### src/hdl/gpio_pkg.sv
`default_nettype none

package gpio_pkg;

    typedef enum logic [1:0] {
        CMD_READ   = 2'd0,
        CMD_WRITE  = 2'd1,
        CMD_SAMPLE = 2'd2
    } cmd_t;

    typedef enum logic [3:0] {
        REG_MODE     = 4'd0,
        REG_OTYPE    = 4'd1,
        REG_SPEED    = 4'd2,
        REG_PULL     = 4'd3,
        REG_INPUT    = 4'd4,
        REG_OUTPUT   = 4'd5,
        REG_SETRESET = 4'd6,
        REG_AFL      = 4'd7,
        REG_AFH      = 4'd8,
        REG_MASK     = 4'd9,
        REG_RISE     = 4'd10,
        REG_FALL     = 4'd11,
        REG_PENDING  = 4'd12
    } reg_idx_t;

    localparam int unsigned MAX_PINS = 16;
    localparam logic [1:0] MODE_OUTPUT = 2'b01;

    typedef struct packed {
        logic [1:0]  command;
        logic [3:0]  reg_index;
        logic [31:0] write_data;
        logic [15:0] pin_levels;
    } req_beat_t;

    typedef struct packed {
        logic [31:0] read_data;
        logic [15:0] pin_out;
        logic [15:0] pin_drive_enable;
        logic        irq;
    } rsp_beat_t;

endpackage

`default_nettype wire

### src/hdl/gpio_req_if.sv
`default_nettype none

interface gpio_req_if
    import gpio_pkg::*;
();
    logic      valid;
    logic      ready;
    req_beat_t beat;

    modport source (output valid, output beat, input ready);
    modport sink (input valid, input beat, output ready);
endinterface

`default_nettype wire

### src/hdl/gpio_rsp_if.sv
`default_nettype none

interface gpio_rsp_if
    import gpio_pkg::*;
();
    logic      valid;
    logic      ready;
    rsp_beat_t beat;

    modport source (output valid, output beat, input ready);
    modport sink (input valid, input beat, output ready);
endinterface

`default_nettype wire

### src/hdl/gpio_port_with_edge_interrupts.sv
`default_nettype none

// General-purpose I/O port of up to 16 pins with edge interrupts. Each request beat is a
// bus read, a bus write or a pin sample and yields exactly one response beat carrying the
// read data (zero unless a read), the output data driven to the pads, the drive enables
// (pins whose mode field is 01) and the interrupt request, all as they stand after the beat
// is applied. The set/reset word sets output bits with its low half and clears them with
// its high half, set winning; pending bits clear on a write of 1. Register updates are
// plain logic in front of the state flops, so one beat is taken every cycle while the
// response buffer has room, and its response is registered into the buffer; a two-entry
// response buffer keeps the request side open for one extra beat while the response side
// stalls. Bits of pins at or above PIN_COUNT stay zero.
module gpio_port_with_edge_interrupts
    import gpio_pkg::*;
#(
    parameter int unsigned PIN_COUNT = 16
) (
    input  wire        clk,
    input  wire        rst_n,
    gpio_req_if.sink   req,
    gpio_rsp_if.source rsp
);

    localparam int unsigned AF_LO_PINS = (PIN_COUNT > 8) ? 8 : PIN_COUNT;
    localparam int unsigned AF_HI_PINS = (PIN_COUNT > 8) ? PIN_COUNT - 8 : 0;
    localparam logic [15:0] PIN_MASK   = 16'((64'h1 << PIN_COUNT) - 64'h1);
    localparam logic [31:0] PAIR_MASK  = 32'((64'h1 << (2 * PIN_COUNT)) - 64'h1);
    localparam logic [31:0] AFL_MASK   = 32'((64'h1 << (4 * AF_LO_PINS)) - 64'h1);
    localparam logic [31:0] AFH_MASK   = 32'((64'h1 << (4 * AF_HI_PINS)) - 64'h1);

    logic [31:0] mode_reg, mode_next;
    logic [15:0] otype_reg, otype_next;
    logic [31:0] speed_reg, speed_next;
    logic [31:0] pull_reg, pull_next;
    logic [31:0] afl_reg, afl_next;
    logic [31:0] afh_reg, afh_next;
    logic [15:0] input_reg, input_next;
    logic [15:0] output_reg, output_next;
    logic [15:0] mask_reg, mask_next;
    logic [15:0] rise_reg, rise_next;
    logic [15:0] fall_reg, fall_next;
    logic [15:0] pend_reg, pend_next;

    logic      out_valid_reg, out_valid_next;
    logic      skid_valid_reg, skid_valid_next;
    rsp_beat_t out_reg, out_next;
    rsp_beat_t skid_reg, skid_next;

    logic      req_fire;
    logic      rsp_take;
    rsp_beat_t result;
    logic [31:0] rd_data;
    logic [15:0] set_bits;
    logic [15:0] clr_bits;
    logic [15:0] now_levels;
    logic [15:0] drive_en;

    assign req.ready = !skid_valid_reg;
    assign req_fire  = req.valid && req.ready;
    assign rsp_take  = rsp.valid && rsp.ready;
    assign rsp.valid = out_valid_reg;
    assign rsp.beat  = out_reg;

    assign set_bits   = req.beat.write_data[15:0] & PIN_MASK;
    assign clr_bits   = req.beat.write_data[31:16] & PIN_MASK;
    assign now_levels = req.beat.pin_levels & PIN_MASK;

    always_comb
    begin
        mode_next   = mode_reg;
        otype_next  = otype_reg;
        speed_next  = speed_reg;
        pull_next   = pull_reg;
        afl_next    = afl_reg;
        afh_next    = afh_reg;
        input_next  = input_reg;
        output_next = output_reg;
        mask_next   = mask_reg;
        rise_next   = rise_reg;
        fall_next   = fall_reg;
        pend_next   = pend_reg;
        rd_data     = 32'h0;

        if (req_fire)
        begin
            unique case (req.beat.command)
                CMD_READ:
                begin
                    unique case (req.beat.reg_index)
                        REG_MODE:    rd_data = mode_reg;
                        REG_OTYPE:   rd_data = {16'h0, otype_reg};
                        REG_SPEED:   rd_data = speed_reg;
                        REG_PULL:    rd_data = pull_reg;
                        REG_INPUT:   rd_data = {16'h0, input_reg};
                        REG_OUTPUT:  rd_data = {16'h0, output_reg};
                        REG_AFL:     rd_data = afl_reg;
                        REG_AFH:     rd_data = afh_reg;
                        REG_MASK:    rd_data = {16'h0, mask_reg};
                        REG_RISE:    rd_data = {16'h0, rise_reg};
                        REG_FALL:    rd_data = {16'h0, fall_reg};
                        REG_PENDING: rd_data = {16'h0, pend_reg};
                        default:     rd_data = 32'h0;
                    endcase
                end
                CMD_WRITE:
                begin
                    unique case (req.beat.reg_index)
                        REG_MODE:     mode_next   = req.beat.write_data & PAIR_MASK;
                        REG_OTYPE:    otype_next  = req.beat.write_data[15:0] & PIN_MASK;
                        REG_SPEED:    speed_next  = req.beat.write_data & PAIR_MASK;
                        REG_PULL:     pull_next   = req.beat.write_data & PAIR_MASK;
                        REG_OUTPUT:   output_next = req.beat.write_data[15:0] & PIN_MASK;
                        // set wins over reset on the same pin
                        REG_SETRESET: output_next = (output_reg & ~clr_bits) | set_bits;
                        REG_AFL:      afl_next    = req.beat.write_data & AFL_MASK;
                        REG_AFH:      afh_next    = req.beat.write_data & AFH_MASK;
                        REG_MASK:     mask_next   = req.beat.write_data[15:0] & PIN_MASK;
                        REG_RISE:     rise_next   = req.beat.write_data[15:0] & PIN_MASK;
                        REG_FALL:     fall_next   = req.beat.write_data[15:0] & PIN_MASK;
                        REG_PENDING:  pend_next   = pend_reg & ~(req.beat.write_data[15:0]);
                        default:      ;
                    endcase
                end
                CMD_SAMPLE:
                begin
                    pend_next  = pend_reg
                               | (~input_reg & now_levels & rise_reg)
                               | (input_reg & ~now_levels & fall_reg);
                    input_next = now_levels;
                end
                default: ;
            endcase
        end
    end

    always_comb
    begin
        drive_en = 16'h0;
        for (int i = 0; i < MAX_PINS; i++)
        begin
            drive_en[i] = (mode_next[2*i +: 2] == MODE_OUTPUT);
        end
    end

    always_comb
    begin
        result.read_data        = rd_data;
        result.pin_out          = output_next;
        result.pin_drive_enable = drive_en;
        result.irq              = |(pend_next & mask_next);
    end

    // two-entry response buffer
    always_comb
    begin
        out_valid_next  = out_valid_reg;
        skid_valid_next = skid_valid_reg;
        out_next        = out_reg;
        skid_next       = skid_reg;

        if (rsp_take)
        begin
            if (skid_valid_reg)
            begin
                out_next        = skid_reg;
                skid_valid_next = req_fire;
                skid_next       = result;
            end
            else
            begin
                out_valid_next = req_fire;
                out_next       = result;
            end
        end
        else if (!out_valid_reg)
        begin
            out_valid_next = req_fire;
            out_next       = result;
        end
        else if (req_fire)
        begin
            skid_valid_next = 1'b1;
            skid_next       = result;
        end
    end

    always_ff @(posedge clk or negedge rst_n)
    begin
        if (!rst_n)
        begin
            mode_reg       <= 32'h0;
            otype_reg      <= 16'h0;
            speed_reg      <= 32'h0;
            pull_reg       <= 32'h0;
            afl_reg        <= 32'h0;
            afh_reg        <= 32'h0;
            input_reg      <= 16'h0;
            output_reg     <= 16'h0;
            mask_reg       <= 16'h0;
            rise_reg       <= 16'h0;
            fall_reg       <= 16'h0;
            pend_reg       <= 16'h0;
            out_valid_reg  <= 1'b0;
            skid_valid_reg <= 1'b0;
        end
        else
        begin
            mode_reg       <= mode_next;
            otype_reg      <= otype_next;
            speed_reg      <= speed_next;
            pull_reg       <= pull_next;
            afl_reg        <= afl_next;
            afh_reg        <= afh_next;
            input_reg      <= input_next;
            output_reg     <= output_next;
            mask_reg       <= mask_next;
            rise_reg       <= rise_next;
            fall_reg       <= fall_next;
            pend_reg       <= pend_next;
            out_valid_reg  <= out_valid_next;
            skid_valid_reg <= skid_valid_next;
        end
    end

    always_ff @(posedge clk)
    begin
        out_reg  <= out_next;
        skid_reg <= skid_next;
    end

endmodule

`default_nettype wire

### src/flat_wrapper.sv
// flat-port wrapper written by rule: the top's interface ports become plain ports
module gpio_port_with_edge_interrupts_flat import gpio_pkg::*;
#(
    parameter int unsigned PIN_COUNT = 16
)
  (clk, rst_n, req_valid, req_beat, req_ready, rsp_valid, rsp_beat, rsp_ready);
  gpio_req_if req_i ();
  gpio_rsp_if rsp_i ();
  input  wire clk;
  input  wire rst_n;
  input wire logic [$bits(req_i.valid)-1:0] req_valid;
  input wire logic [$bits(req_i.beat)-1:0] req_beat;
  output wire logic [$bits(req_i.ready)-1:0] req_ready;
  output wire logic [$bits(rsp_i.valid)-1:0] rsp_valid;
  output wire logic [$bits(rsp_i.beat)-1:0] rsp_beat;
  input wire logic [$bits(rsp_i.ready)-1:0] rsp_ready;
  assign req_i.valid = req_valid;
  assign req_i.beat = req_beat;
  assign req_ready = req_i.ready;
  assign rsp_valid = rsp_i.valid;
  assign rsp_beat = rsp_i.beat;
  assign rsp_i.ready = rsp_ready;
  gpio_port_with_edge_interrupts #(.PIN_COUNT(PIN_COUNT)) u_core (.clk(clk), .rst_n(rst_n), .req(req_i), .rsp(rsp_i));
endmodule
### config.mk
export PLATFORM = sky130hd
export DESIGN_NAME = gpio_port_with_edge_interrupts_flat
export DESIGN_NICKNAME = d
export VERILOG_FILES = /design/src/hdl/gpio_pkg.sv /design/src/hdl/gpio_req_if.sv /design/src/hdl/gpio_rsp_if.sv /design/src/hdl/gpio_port_with_edge_interrupts.sv /design/src/flat_wrapper.sv
export SDC_FILE = /design/constraint.sdc
export NUM_CORES = 1
export LEC_CHECK = 0
export CORE_MARGIN = 2
export CORE_UTILIZATION = 40
export DETAILED_ROUTE_END_ITERATION = 12
export DONT_BUFFER_PORTS = 1
export PLACE_DENSITY = 0.53
export SLEW_MARGIN = 20
export SYNTH_ARGS = -nofsm -noshare
export SYNTH_HDL_FRONTEND = slang
export SYNTH_SLANG_ARGS = --single-unit
export TNS_END_PERCENT = 10
### constraint.sdc
create_clock -name clk -period 8.2 [get_ports clk]
set_input_delay 1.23 -clock clk [delete_from_list [all_inputs] [get_ports clk]]
set_output_delay 1.23 -clock clk [all_outputs]
set_load 0.01 [all_outputs]
# After elaboration in Yosys (flattened, before gate mapping)
# Cells that the tools add are included.
dict set report totals {
  input_bits 58
  elab_cells 116
  out_inout_bits 67
  register_bits 404
}
dict set report classes {
  eq_ne 33
  n_reduce_logical 18
  muxes 29
  n_bitwise 14
}
# cell count
set op_table {}
lappend op_table {{$mux W65} 7}
lappend op_table {{$pmux W32 S12} 1}
lappend op_table {{$mux W32} 5}
lappend op_table {{$and A16 B16 Y16} 7}
lappend op_table {{$mux W16} 7}
lappend op_table {{$not A16 Y16} 4}
lappend op_table {{$pmux W16 S2} 2}
lappend op_table {{$or A16 B16 Y16} 3}
lappend op_table {{$eq A2 B1 Y1 const B} 17}
lappend op_table {{$reduce_and A3 Y1} 8}
lappend op_table {{$eq A4 B4 Y1 const B} 5}
lappend op_table {{$eq A4 B3 Y1 const B} 4}
lappend op_table {{$reduce_or A16 Y1} 1}
lappend op_table {{$eq A4 B2 Y1 const B} 2}
lappend op_table {{$mux W1} 7}
lappend op_table {{$eq A4 B1 Y1 const B} 1}
lappend op_table {{$logic_not A4 Y1} 1}
lappend op_table {{$ne A2 B2 Y1 const B} 2}
lappend op_table {{$reduce_and A2 Y1} 2}
lappend op_table {{$reduce_bool A2 Y1} 2}
lappend op_table {{$eq A2 B2 Y1 const B} 1}
lappend op_table {{$logic_and A1 B1 Y1} 2}
lappend op_table {{$logic_not A2 Y1} 1}
lappend op_table {{$ne A2 B1 Y1 const B} 1}
lappend op_table {{$logic_not A1 Y1} 1}

# Depth between registers and ports, before layout
# Gate-level depths: netlist of run 1.
dict set report logic_depth {
  ltp_word 12
  depth_mapped 11
  depth_no_buf 8
}

# Least setup slack after synthesis of run 1
# OpenSTA, ideal clock, no wires.
dict set report synth_path {
  kind {input-to-reg}
  startpoint {in rsp_ready}
  endpoint {reg u_core.skid_reg[0] in the netlist's numbering, enable pin}
  t_arrival_ps 7558
  cell_stages 2
  path_buffers 0
  setup_slack_ps 64
  required_time_ps 7622
  setup_ps 578
  cell_sequence {nand2b_1 > o21ai_0}
}
dict set report synth_between {
  elab_chain_len 3
  elab_cells_between_ends 5
  classes_between {1 x eq/ne; 4 x reduce/logical}
}
# element line_no
set synth_lines {}
lappend synth_lines {{from (decl)} flat_wrapper.sv:16} ;# input wire logic [$bits(rsp_i.ready)-1:0] rsp_ready;
lappend synth_lines {{$logic_and A1 B1 Y1 *} gpio_port_with_edge_interrupts.sv:60} ;# assign rsp_take = rsp.valid && rsp.ready;
lappend synth_lines {{$ne A2 B1 Y1 (no source line) / $reduce_bool A2 Y1 (equally long branches)} -}
lappend synth_lines {{$reduce_and A3 Y1 (no source line) *} -}
lappend synth_lines {{to (signal assigned)} gpio_port_with_edge_interrupts.sv:228} ;# skid_reg <= skid_next;
lappend synth_lines {{to (decl)} gpio_port_with_edge_interrupts.sv:47} ;# rsp_beat_t skid_reg, skid_next;
# Mark *: on every way between the ends. The rest lies on a longest branch, timed or not.
# A chain may end at the register's enable or synchronous reset.

==> results by stage, run 1 <==
Status:
- The flow ran to the end, and the final reports show no timing, DRC or antenna violations.

Setup path:
- The highest cell delay on the worst timing path is just over 0.9 ns.
- For flop-to-flop paths, the worst setup slack is around 5 ns.
- The maximum fanout encountered on the critical timing path is 32.
- Walking the worst path, the cells encountered are inv_1 -> ha_1 -> and3b_1 -> and2_2 -> mux2_2 -> o31ai_1.
- In this run the worst setup path terminates at u_core.rsp.beat[14].
- The endpoint of the worst register-to-register path is u_core.rsp.beat[14].
- The critical path start-end classification is input port to flip-flop.
- The category of the worst setup path launch point is an input port.
- For this design, the slowest cell found on the critical path is sky130_fd_sc_hd__and2_2.
- STA classifies the critical path endpoint as a flip-flop.
- The required time of the critical path is 8.57 ns.
- The beginning of the critical path is req_beat[53].
- In this run the critical register-to-register path is launched from u_core.skid_valid_reg.
- The data arrival time of the worst path is 4.36 ns.
- The path depth of the worst reg2reg path is 4.

Layout:
- The layout-stage area growth over the synthesis result is 12.3%.
- After filler insertion, the fill cell instance count of the layout stands at 3,891.
- The share of layout cells above drive strength 1 is 0.268.
- The library cell used most frequently in the layout, excluding fill and tap cells, is sky130_fd_sc_hd__dfrtp_1.
- In the final design database the tool counted 1,294 nets.
- In the layout the commonest cells are sky130_fd_sc_hd__dfrtp_1 (274), sky130_fd_sc_hd__mux2_2 (224), sky130_fd_sc_hd__edfxtp_1 (130).

Placed design:
- At the end of routability-driven placement, the weighted congestion stood at roughly 0.83.
- The number of buffer cells added on primary ports is 0.
- The detailed placer's ending HPWL is 31,300 µm.
- Before CTS, the worst setup slack after placement is between 3 and 4 ns.

Clocking:
- The clock tree root driver cell is sky130_fd_sc_hd__clkbuf_16.
- The clock passes through at most 3 buffers.
- The clock-pin slew on the worst setup and hold paths is 0.06 ns.
- The worst-skew pair later-pin latency is between 0.5 and 0.6 ns.
- The clock tree from TritonCTS is done.
- The number of buffers created by CTS is 46.
- The H-tree was split into 2 levels.
- Hold repair after CTS inserted 0 buffers.
- The number of gates resized after CTS was 0.
- Counting every sink on the clock net gives between 400 and 500.
- The post-CTS setup-driven buffer insertion count is 0.

Timing:
- The post-route clock skew is 0.0213 ns.
- The slew at the pin closest to its max-slew limit is 1.15 ns.
- The number of pins with negative max-slew slack in the final report is 0.
- Setup violations remaining at the end of the flow were counted as 0.
- The peak clock frequency supported by timing is 251 MHz.
- The final hold violation count is 0.
- After routing, the total negative slack on setup checks comes to 0 ns.
- Headroom to the max-slew limit came out at 0.236.
- Across all hold checks on the routed design, the worst slack comes to 0.361 ns.
- The time the final worst path needs with I/O delays and setup is 3.99 ns.
- In the post-route analysis, the smallest setup slack over all paths is approximately 4.2 ns.
- Dividing the final minimum period by the clock period gives 0.487.
- Setup repair after global routing left no endpoint under its margin.

Yosys:
- The count of mapped cells out of synthesis is roughly 1,300.
- After synthesis, the netlist uses between 40 and 50 different library cells.
- Summing every instance area after synthesis gives 0.0174 mm².
- The Yosys step of the flow raised 0 warnings.
- The count of state elements after synthesis is 404.
- The number of nets in the synthesized netlist is 1,321.
- The commonest register cell after synthesis is sky130_fd_sc_hd__dfrtp_1.
- After synthesis, the mean cell area works out to about 14 µm².
- Counting flops with an async set or reset pin after synthesis yields a share of 0.678.
- The fraction of the yosys area taken by sequential cells is 0.617.
- Yosys mapped a number of flops with a built-in enable equal to 130.

Die:
- In this run the core area contains 76 standard-cell rows.
- The number of placed I/O pins is 125.
- The height of the die is between 200 and 250 µm.
- The initial core utilization is 0.405.
- The die covers 0.0453 mm².
- The core region is 0.0431 mm².
- The die span in x is 213 µm.

Detailed routing:
- The violation count after the first detailed-route iteration is 1,119.
- For this block, the via count after detailed routing is around 11,000.
- The number of nets with antenna violations after routing is 0.
- The average wire per standard cell is 27.7 µm.
- Wires add up to 51,400 µm.
- The number of vias per cell is 5.96.
- For this run, the detailed router's first-pass iteration total came to 8.
- In the routed design, unresolved DRC markers number 0.

Power and ir drop:
- The total power density per cell area is 294 mW/mm².
- The worst vdd rail ir drop is 0.000145 V.
- The total chip power is just under 0.006 W.
- The leakage dissipation is between 8 and 9 nW.

GRT:
- The number of global-route vias before repair is 11,365.
- The first global-routing pass estimated 76,400 µm of wire.
- The global-route total usage across every layer is 0.231.
- The maximum number of pins on one net before global-route repair is 275.
- The number of antenna violations at the first check in global routing is 1.
- The global route total overflow is 0.

Worst hold path:
- The worst hold-check path type is input port to async pin.

Flow run:
- The number of maximum-capacitance constraint violations is 0.
layout make-up:
class | instances | area (µm²) | share of cell area
antenna | 1 | 2.50 | 0.000128
clock buffer | 68 | 1350 | 0.0687
clock inverter | 17 | 236 | 0.0121
inverter | 49 | 184 | 0.00939
multi-input combinational | 708 | 6150 | 0.314
sequential | 404 | 10800 | 0.549
tap | 585 | 732 | 0.0374
timing repair buffer | 24 | 180 | 0.00920
layer usage:
metal / track usage / up-vias / share of wire
met5: 0 / - / 0
met2: 0.346 / 397 / 0.45
met1: 0.328 / 5806 / 0.45
met3: 0.0557 / 78 / 0.074
li1: - / 4777 / -
met4: 0.0767 / 0 / 0.025
worst max-delay path, delay by kind of cell:
family | cells | cell delay, ns
AO/OA/AOI/OAI | 1 | 0.30
adder cells (fa/ha/maj) | 1 | 0.68
buffers and inverters | 1 | 0.06
multiplexers | 1 | 0.44
AND/OR/NAND/NOR | 2 | 1.60
stage by stage:
step	instances	instance area, µm²	util
final	1856	19600	0.455
after floorplan	1260	17400	-
after CTS	1855	19600	0.455
after global placement	1770	18000	0.418
after global routing	1855	19600	0.455
after detailed placement	1770	18000	0.418
where the power goes:
group / total, W / internal, W / switching [W]
Clock: 0.00215 / 0.00132 / 0.000829
Combinational: 0.000638 / 0.000299 / 0.000339
Sequential: 0.00298 / 0.00262 / 0.000358
worst min path at each step:
stage | from | end | slack (ns) | cells past startpoint
final | rst_n | u_core.afh_reg[4] | 0.36 | 0
after global routing | rst_n | u_core.input_reg[3] | 0.34 | 0
after CTS | rst_n | u_core.fall_reg[4] | 0.34 | 0
after detailed placement | u_core.pull_reg[15] | u_core.pull_reg[15] | 0.49 | 1
after global placement | u_core.pull_reg[15] | u_core.pull_reg[15] | 0.48 | 1
after floorplan | u_core.pull_reg[15] | u_core.pull_reg[15] | 0.46 | 1
cell families after synthesis:
family                     count (synthesis)  synth area share
AOI/OAI and AO/OA                        329             0.143
adders and majority gates                  3           0.00215
muxes                                    241             0.154
buffers and inverters                    148            0.0361
DFF                                      404             0.617
and+or+nand+nor                          135            0.0478
synth_stat cells (19+ instances only):
master	number	share of area
sky130_fd_sc_hd__a22o_1	61	0.031
sky130_fd_sc_hd__nand3b_1	32	0.014
sky130_fd_sc_hd__mux2_2	224	0.14
sky130_fd_sc_hd__o21ai_0	51	0.015
sky130_fd_sc_hd__o31ai_1	20	0.0086
sky130_fd_sc_hd__buf_2	37	0.011
sky130_fd_sc_hd__a21oi_1	23	0.0066
sky130_fd_sc_hd__clkbuf_1	52	0.011
sky130_fd_sc_hd__nor2_1	19	0.0041
sky130_fd_sc_hd__nand2_1	34	0.0073
sky130_fd_sc_hd__a222oi_1	28	0.016
sky130_fd_sc_hd__dfrtp_1	274	0.39
sky130_fd_sc_hd__inv_1	49	0.011
sky130_fd_sc_hd__a221oi_1	48	0.024
sky130_fd_sc_hd__a22oi_1	28	0.012
sky130_fd_sc_hd__a21o_1	44	0.019
sky130_fd_sc_hd__edfxtp_1	130	0.22
Note: power is estimated with default switching activity, not from simulation.
==> run 2: changes to the inputs <==
==> constraint.sdc (replaced) <==
create_clock -name clk -period 3.8 [get_ports clk]
set_input_delay 0.57 -clock clk [delete_from_list [all_inputs] [get_ports clk]]
set_output_delay 0.57 -clock clk [all_outputs]
set_load 0.01 [all_outputs]
==> run 2 against run 1 <==
Compared with the run above: the run now ends with hold timing left; sequential power increased by 110%; cell area increased by 0.24%; register-to-register slack got worse by 4.1 ns; critical path type is now flip-flop to flip-flop; critical endpoint is now u_core.rsp.beat[0]; largest power group unchanged; highest routed layer unchanged.
==> results by stage, run 2 (synthesized netlist as in run 1, its figures left out) <==
Setup path:
- The highest cell delay on the worst timing path is 0.53 ns (-0.40 ns).
- The path depth of the worst reg2reg path is 7 (+3).
- In this run the worst setup path begins at u_core.skid_valid_reg.
- The nature of the critical path endpoint is a flip-flop.
- The critical path goes through nand2b_4 -> nor3b_4 -> buf_4 -> a2bb2oi_1 -> a2111oi_0 -> nand4_1 -> mux2_2.
- The worst register-to-register path ends at u_core.rsp.beat[0].
- The startpoint identified for the worst register-to-register timing path is u_core.skid_valid_reg.
- The maximum fanout encountered on the critical timing path is 12 (-63%).
- The library cell contributing the largest single delay on the critical path is sky130_fd_sc_hd__dfrtp_1.
- The required time of the critical path came to 4.13 ns (-4.44 ns).
- The category of the worst setup path launch point is a flip-flop.
- The worst setup path is of the flip-flop to flip-flop kind.
- The data arrival time of the worst path is 3.21 ns (-1.15 ns).
- The worst setup slack for register-to-register paths is 0.92 ns (-4.07 ns).

Placed design:
- The total placed instance area is 0.0182 mm² (+1.2%).
- The detailed placer's ending HPWL is 32,700 µm (+4.5%).
- The final weighted congestion in routability-driven placement is 0.848 (+1.7%).
- The worst slack after detailed placement is 0.709 ns (-2.97 ns).
- The number of buffer cells added on primary ports is 0 (unchanged).

Layout:
- The share of layout cells above drive strength 1 is 0.275 (+0.00684).
- The design area is 0.0196 mm² (+0.24%).
- The number of fill cells is 3,903 (+0.31%).
- The core utilization of the finished layout is 0.456 (+0.00110).
- The top cell types in the final layout, fill and taps aside, are sky130_fd_sc_hd__dfrtp_1 (274), sky130_fd_sc_hd__mux2_2 (224), sky130_fd_sc_hd__edfxtp_1 (130).
- The number of nets in the layout is 1,316 (+1.7%).
- The diode insertion count for antenna repair is 0 (-1).
- The most common cell after layout, fill and taps aside is sky130_fd_sc_hd__dfrtp_1.
- The area growth from synthesis to layout is 12.6%.

Power and ir drop:
- The worst vdd rail ir drop is 0.000314 V (+120%).
- The total power density per cell area was 612 mW/mm² (+110%).
- The total chip power was 0.0120 W (+110%).
- The leakage dissipation is 8.49 nW (+0.55%).

Timing:
- Setup repair after global routing left no endpoint under its margin.
- The number of pins with negative max-slew slack in the final report is 0 (unchanged).
- The smallest clock period supported by the final layout is computed as approximately 2.9 ns.
- The post-route worst setup slack was 0.922 ns (-3.29 ns).
- The relative slew slack was 0.209 (-0.0269).
- The number of failing setup endpoints in the final timing report is 0 (unchanged).
- The final hold slack is -0.308 ns (-0.669 ns).
- The post-route clock skew came to 0.0124 ns (-0.00888 ns).
- The setup TNS is 0 ns (unchanged).
- Of the available clock period, the critical path in the final layout requires 0.757.
- The slew at the pin closest to its max-slew limit is 1.18 ns (+0.0360 ns).
- The peak clock frequency supported by timing is 347 MHz.
- The final hold violation count is 274 (+274).

Detailed routing:
- The average wire per standard cell was 27.4 µm (-0.83%).
- The number of vias per cell came to 5.96 (about the same).
- The DRC violations left came to 0 (unchanged).
- The routed via count is 11,196 (+1.2%).
- The number of nets with antenna violations after routing is 0 (unchanged).
- The violation count after the first detailed-route iteration was 1,002 (-10%).
- The wire length after detailed routing was 51,500 µm (+0.34%).
- The first-pass detailed-route iteration total was 5 (-3).

Die:
- The area of the placeable core is 0.0431 mm² (unchanged).
- The initial core utilization is 0.405 (unchanged).
- The die span in x is 213 µm (unchanged).
- The total die area came to 0.0453 mm² (unchanged).
- The number of placed I/O pins is 125 (unchanged).
- The placement row count is 76 (unchanged).
- The height of the die is 213 µm (unchanged).

Status:
- The final reports fail on hold timing.
- The flow ran to the end, but the final reports show violations.

Clocking:
- The maximum count of clock buffers along a single path came to 3 (unchanged).
- The number of gates resized after cts came to 0 (unchanged).
- Clock tree synthesis selected as its root buffer the cell sky130_fd_sc_hd__clkbuf_16.
- The count of H-tree levels built during CTS is 2 (unchanged).
- The CTS sink count came to 404 (unchanged).
- The clock-pin slew on the worst setup and hold paths is 0.06 ns (about the same).
- TritonCTS built the clock tree.
- The number of buffers created by CTS is 46 (unchanged).
- The worst-skew pair later-pin latency is 0.58 ns (about the same).
- The post-CTS setup-driven buffer insertion count is 0 (unchanged).

Flow run:
- The number of maximum-capacitance constraint violations was 0 (unchanged).

Worst hold path:
- The tightest min-delay check is of the input port to async pin type.

GRT:
- The global route total overflow is 0 (unchanged).
- The number of global-route vias before repair was 11,283 (-0.72%).
- The number of antenna violations at the first check in global routing is 0 (-1).
- The global-route total usage across every layer was 0.231 (+0.000515).
- The first-pass GRT wire length came to 76,600 µm (+0.22%).
- The maximum number of pins on one net before global-route repair came to 275 (unchanged).
run 2: cell count changes in the layout (fill, tap and decap cells not counted), moves of 2 or more:
cell | before | now
sky130_fd_sc_hd__nor2_2 | 3 | 1
sky130_fd_sc_hd__clkbuf_1 | 12 | 21
sky130_fd_sc_hd__clkinv_2 | 5 | 8
sky130_fd_sc_hd__buf_4 | 24 | 41
sky130_fd_sc_hd__bufinv_16 | 6 | 1
sky130_fd_sc_hd__nor2_1 | 17 | 19
sky130_fd_sc_hd__inv_6 | 1 | 3
sky130_fd_sc_hd__clkbuf_8 | 9 | 4
sky130_fd_sc_hd__clkinv_1 | 4 | 2
sky130_fd_sc_hd__buf_12 | 0 | 4
run 2: report_power, final:
group          internal (W)  total, W  switching (W)  leakage [nW]
Sequential          0.00565   0.00637       0.000718          5.01
Clock               0.00240   0.00419        0.00178         0.689
Combinational      0.000674   0.00145       0.000780          2.79
run 2: critical path: cells and delay by family (launching register included):
kind                   cells  cell delay (ns)
DFF                        1             0.53
muxes                      1             0.30
buffers and inverters      1             0.28
AOI/OAI and AO/OA          2             0.57
and+or+nand+nor            3             0.94
run 2: metrics by stage:
stage,hold slack [ns],std cells
2_1_floorplan,0.274,1260
3_3_place_gp,0.288,1791
3_5_place_dp,0.287,1791
4_1_cts,-0.335,1877
5_1_grt,-0.343,1878
6_report,-0.308,1878
run 2: worst max path at each step:
stage / endpoint
2_1_floorplan: u_core.skid_reg[0]
3_3_place_gp: u_core.rsp.beat[0]
3_5_place_dp: u_core.rsp.beat[0]
4_1_cts: u_core.rsp.beat[0]
5_1_grt: u_core.rsp.beat[0]
6_report: u_core.rsp.beat[0]
run 2: area by class of cell:
type	count	area (µm²)	share of cell area
timing repair buffer	46	403	0.0205
sequential	404	10800	0.548
clock buffer	71	1280	0.0654
tap	585	732	0.0373
inverter	49	184	0.00937
multi-input combinational	708	6150	0.313
clock inverter	15	120	0.00612
run 2: layer usage:
layer  wire, µm  GRT usage
met1      23700      0.336
met2      23400      0.350
met5          0          0
met3       3490     0.0540
met4        908     0.0547
==> run 3: changes to the inputs <==
--- a/config.mk
+++ b/config.mk
@@ -9,7 +9,7 @@
 export CORE_UTILIZATION = 40
 export DETAILED_ROUTE_END_ITERATION = 12
 export DONT_BUFFER_PORTS = 1
-export PLACE_DENSITY = 0.53
+export PLACE_DENSITY = 0.55
 export SLEW_MARGIN = 20
 export SYNTH_ARGS = -nofsm -noshare
 export SYNTH_HDL_FRONTEND = slang
==> constraint.sdc (replaced) <==
create_clock -name clk -period 2.5 [get_ports clk]
set_input_delay 0.375 -clock clk [delete_from_list [all_inputs] [get_ports clk]]
set_output_delay 0.375 -clock clk [all_outputs]
set_load 0.01 [all_outputs]
==> run 3 against run 2 <==
Compared with the run above: the flow still finishes with violations (hold timing); cell area is 6.1% higher; routed wire length increased by 3.6%; combinational power grew 83%; total power grew 56%; sequential power rose by 52%; global-route usage rose by 1.1 points; worst hold slack got worse by 0.18 ns; non-clock buffer count up 110; clock-buffer cell count decreased by 16; register-to-register slack lost 0.88 ns; core utilization is 2.8 points higher; largest cell class unchanged; largest power group unchanged.
==> results by stage, run 3 (synthesized netlist as in run 1, its figures left out) <==
Clocking:
- The number of buffers created by CTS was 43 (-6.5%).
- The CTS sink count is 404 (unchanged).
- The worst-skew pair later-pin latency is 0.57 ns (about the same).
- The count of H-tree levels built during CTS is 2 (unchanged).
- The root buffer cell chosen for the clock tree is sky130_fd_sc_hd__clkbuf_16.
- In this run, post-CTS hold repair placed 50 buffers.
- The maximum count of clock buffers along a single path was 3 (unchanged).
- The clock-pin slew on the worst setup and hold paths was 0.06 ns (about the same).
- The clock tree from TritonCTS is done.

Timing:
- The slew at the pin closest to its max-slew limit is 0.776 ns (-0.407 ns).
- The number of failing setup endpoints in the final timing report was 0 (unchanged).
- The final hold violation count was 274 (unchanged).
- The post-route clock skew came to 0.0124 ns (+0.0000376 ns).
- The time the final worst path needs with I/O delays and setup is 2.46 ns (-0.423 ns).
- The final worst-path cycle share is 0.982 (+0.225).
- Setup repair after global routing could not meet its margin everywhere.
- The final hold slack came to -0.489 ns (-0.181 ns).
- The relative slew slack was 0.481 (+0.272).
- The number of pins with negative max-slew slack in the final report is 0 (unchanged).
- The setup TNS is 0 ns (unchanged).
- The peak clock frequency supported by timing is 407 MHz (+17%).

Power and ir drop:
- The switching component of the power was 0.00513 W (+56%).
- The fraction of power spent switching nets is 0.274 (+0.000769).
- The internal power came to 0.0136 W (+56%).
- The combinational share of power is 0.142 (+0.021).
- The worst vdd rail ir drop is 0.000554 V (+76%).
- The leakage dissipation is 9.06 nW (+6.7%).
- The sequential share of power was 0.516 (-0.014).
- The total power density per cell area came to 899 mW/mm² (+47%).
- The clock group share of total power was 0.342 (-0.007).

Detailed routing:
- The wire length after detailed routing was 53,400 µm (+3.6%).
- The DRC violations left is 0 (unchanged).
- The number of vias per cell came to 5.85 (-1.9%).
- The violation count after the first detailed-route iteration is 1,269 (+27%).
- The average wire per standard cell was 27.0 µm (-1.8%).
- The first-pass detailed-route iteration total is 7 (+2).
- The number of nets with antenna violations after routing is 0 (unchanged).
- The routed via count is 11,586 (+3.5%).

Setup path:
- The buffers plus inverters on the worst setup path is 3 (+2).
- On the critical path, the stage with the largest delay is an instance of sky130_fd_sc_hd__dfrtp_2.
- The most prevalent standard cell on the critical path is sky130_fd_sc_hd__buf_4.
- The nature of the critical path endpoint is a flip-flop.
- Walking the worst path, the cells encountered are nand2b_4 -> nor3b_4 -> buf_4 -> a222oi_1 -> buf_4 -> a2111oi_2 -> buf_4 -> nand4_1 -> mux2_4.
- The required time of the critical path is 2.83 ns (-1.30 ns).
- The highest cell delay on the worst timing path is 0.45 ns (-0.08 ns).
- The critical path start-end classification is flip-flop to flip-flop.
- The maximum fanout encountered on the critical timing path is 5 (-7).
- The category of the worst setup path launch point is a flip-flop.
- The data arrival time of the worst path was 2.78 ns (-0.43 ns).
- Among cell families on the critical path, the largest total delay comes from simple AND/OR/NAND/NOR gates.

GRT:
- The maximum number of pins on one net before global-route repair came to 275 (unchanged).
- The number of global-route vias before repair is 11,902 (+5.5%).
- The global-route total usage across every layer was 0.242 (+0.0105).
- The global route total overflow is 0 (unchanged).
- The number of antenna violations at the first check in global routing is 0 (unchanged).
- The first-pass GRT wire length is 80,000 µm (+4.5%).

Layout:
- The diode insertion count for antenna repair is 0 (unchanged).
- The number of nets in the layout is 1,423 (+8.1%).
- The design area is 0.0208 mm² (+6.1%).
- The final cell count without fillers was 1,982 (+5.5%).
- Compared with the post-synthesis result, the final layout area differs by 19.4%.
- The share of layout cells above drive strength 1 is 0.302 (+0.0275).
- Leaving out fill and tap cells, the most frequent cell in the layout is sky130_fd_sc_hd__dfrtp_1.
- Leaving out fill and tap cells, the most frequent cells in the layout are sky130_fd_sc_hd__dfrtp_1 (272), sky130_fd_sc_hd__mux2_2 (223), sky130_fd_sc_hd__edfxtp_1 (130).

Die:
- The initial core utilization came to 0.405 (unchanged).
- The placement row count is 76 (unchanged).
- The number of placed I/O pins is 125 (unchanged).
- The die span in x is 213 µm (unchanged).
- The area of the placeable core is 0.0431 mm² (unchanged).
- The total die area was 0.0453 mm² (unchanged).
- The height of the die was 213 µm (unchanged).

Placed design:
- The number of buffer cells added on primary ports is 0 (unchanged).
- The total placed instance area is 0.0188 mm² (+3.3%).
- The post-placement cell count is 1,844 (+3.0%).
- The detailed placer's ending HPWL is 33,600 µm (+2.7%).
- The final weighted congestion in routability-driven placement came to 0.860 (+1.4%).

Worst hold path:
- The worst hold-check path type is input port to async pin.

Flow run:
- The number of maximum-capacitance constraint violations is 0 (unchanged).

Status:
- The run finished, with violations left.
- The checks that failed: hold timing.
## run 3: path summary, 6_finish.rpt
| check | start | to | slack, ns | cells after the start |
|---|---|---|---|---|
| max in group asynchronous | rst_n | u_core.pend_reg[4] | 2.55 | 0 |
| worst max-delay path | u_core.skid_valid_reg | u_core.rsp.beat[0] | 0.04 | 9 |
| worst min register to register | u_core.pull_reg[15] | u_core.pull_reg[15] | 0.49 | 1 |
| worst min-delay path | rst_n | u_core.afh_reg[21] | -0.49 | 0 |
| min in group clk | req_beat[44] | u_core.mode_reg[28] | 0.03 | 2 |
| worst max register to register | u_core.skid_valid_reg | u_core.rsp.beat[0] | 0.04 | 9 |
## run 3: worst register-to-register path: cells and delay by family, from the launching register on
kind,cells,cell delay (ns)
simple gates,3,0.57
buf+inv,3,0.49
flops,1,0.45
compound gates,2,0.40
mux,1,0.30
## run 3: metal layers
| metal | vias up | track usage | routed length (µm) | share of wire |
|---|---|---|---|---|
| li1 | 5042 | - | - | - |
| met1 | 6064 | 0.342 | 24000 | 0.45 |
| met2 | 408 | 0.367 | 24200 | 0.45 |
| met3 | 72 | 0.0644 | 3890 | 0.073 |
| met4 | 0 | 0.0658 | 1270 | 0.024 |
| met5 | - | 0 | 0 | 0 |
## run 3: power by group through the flow
stage               logic (W)  clock network, W  registers, W
finish                0.00265           0.00641       0.00968
global route          0.00288           0.00682       0.00985
CTS                   0.00269           0.00655       0.00968
detailed placement    0.00247                 0       0.00979
global placement      0.00242                 0       0.00976
floorplan             0.00169                 0       0.00942
## run 3: layout make-up
type                    instances  area, µm²
fillers                      3764      22200
flip-flops and latches        404      10800
multi-input cells             708       6180
repair buffers                156       1580
clock buffers                  55       1150
well taps                     585        732
clock inverters                25        240
inverters                      49        184
## run 3: metrics by stage
stage / utilization / worst slack [ns] / hold WS (ns) / power, W
floorplan: - / 0.00694 / 0.0794 / 0.0111
CTS: 0.484 / 0.0223 / -0.512 / 0.0189
finish: 0.484 / 0.0445 / -0.489 / 0.0187
detailed placement: 0.437 / -0.275 / 0.103 / 0.0123
global route: 0.484 / -0.0380 / -0.516 / 0.0196
global placement: 0.437 / -0.219 / 0.0990 / 0.0122
## run 3: repair_timing
action                     CTS  global route
buffers inserted             8             1
gates cloned                 1             0
hold endpoints to repair   526           274
pin swaps                    5             5
gates resized for setup     10             8
setup endpoints to repair    1             2
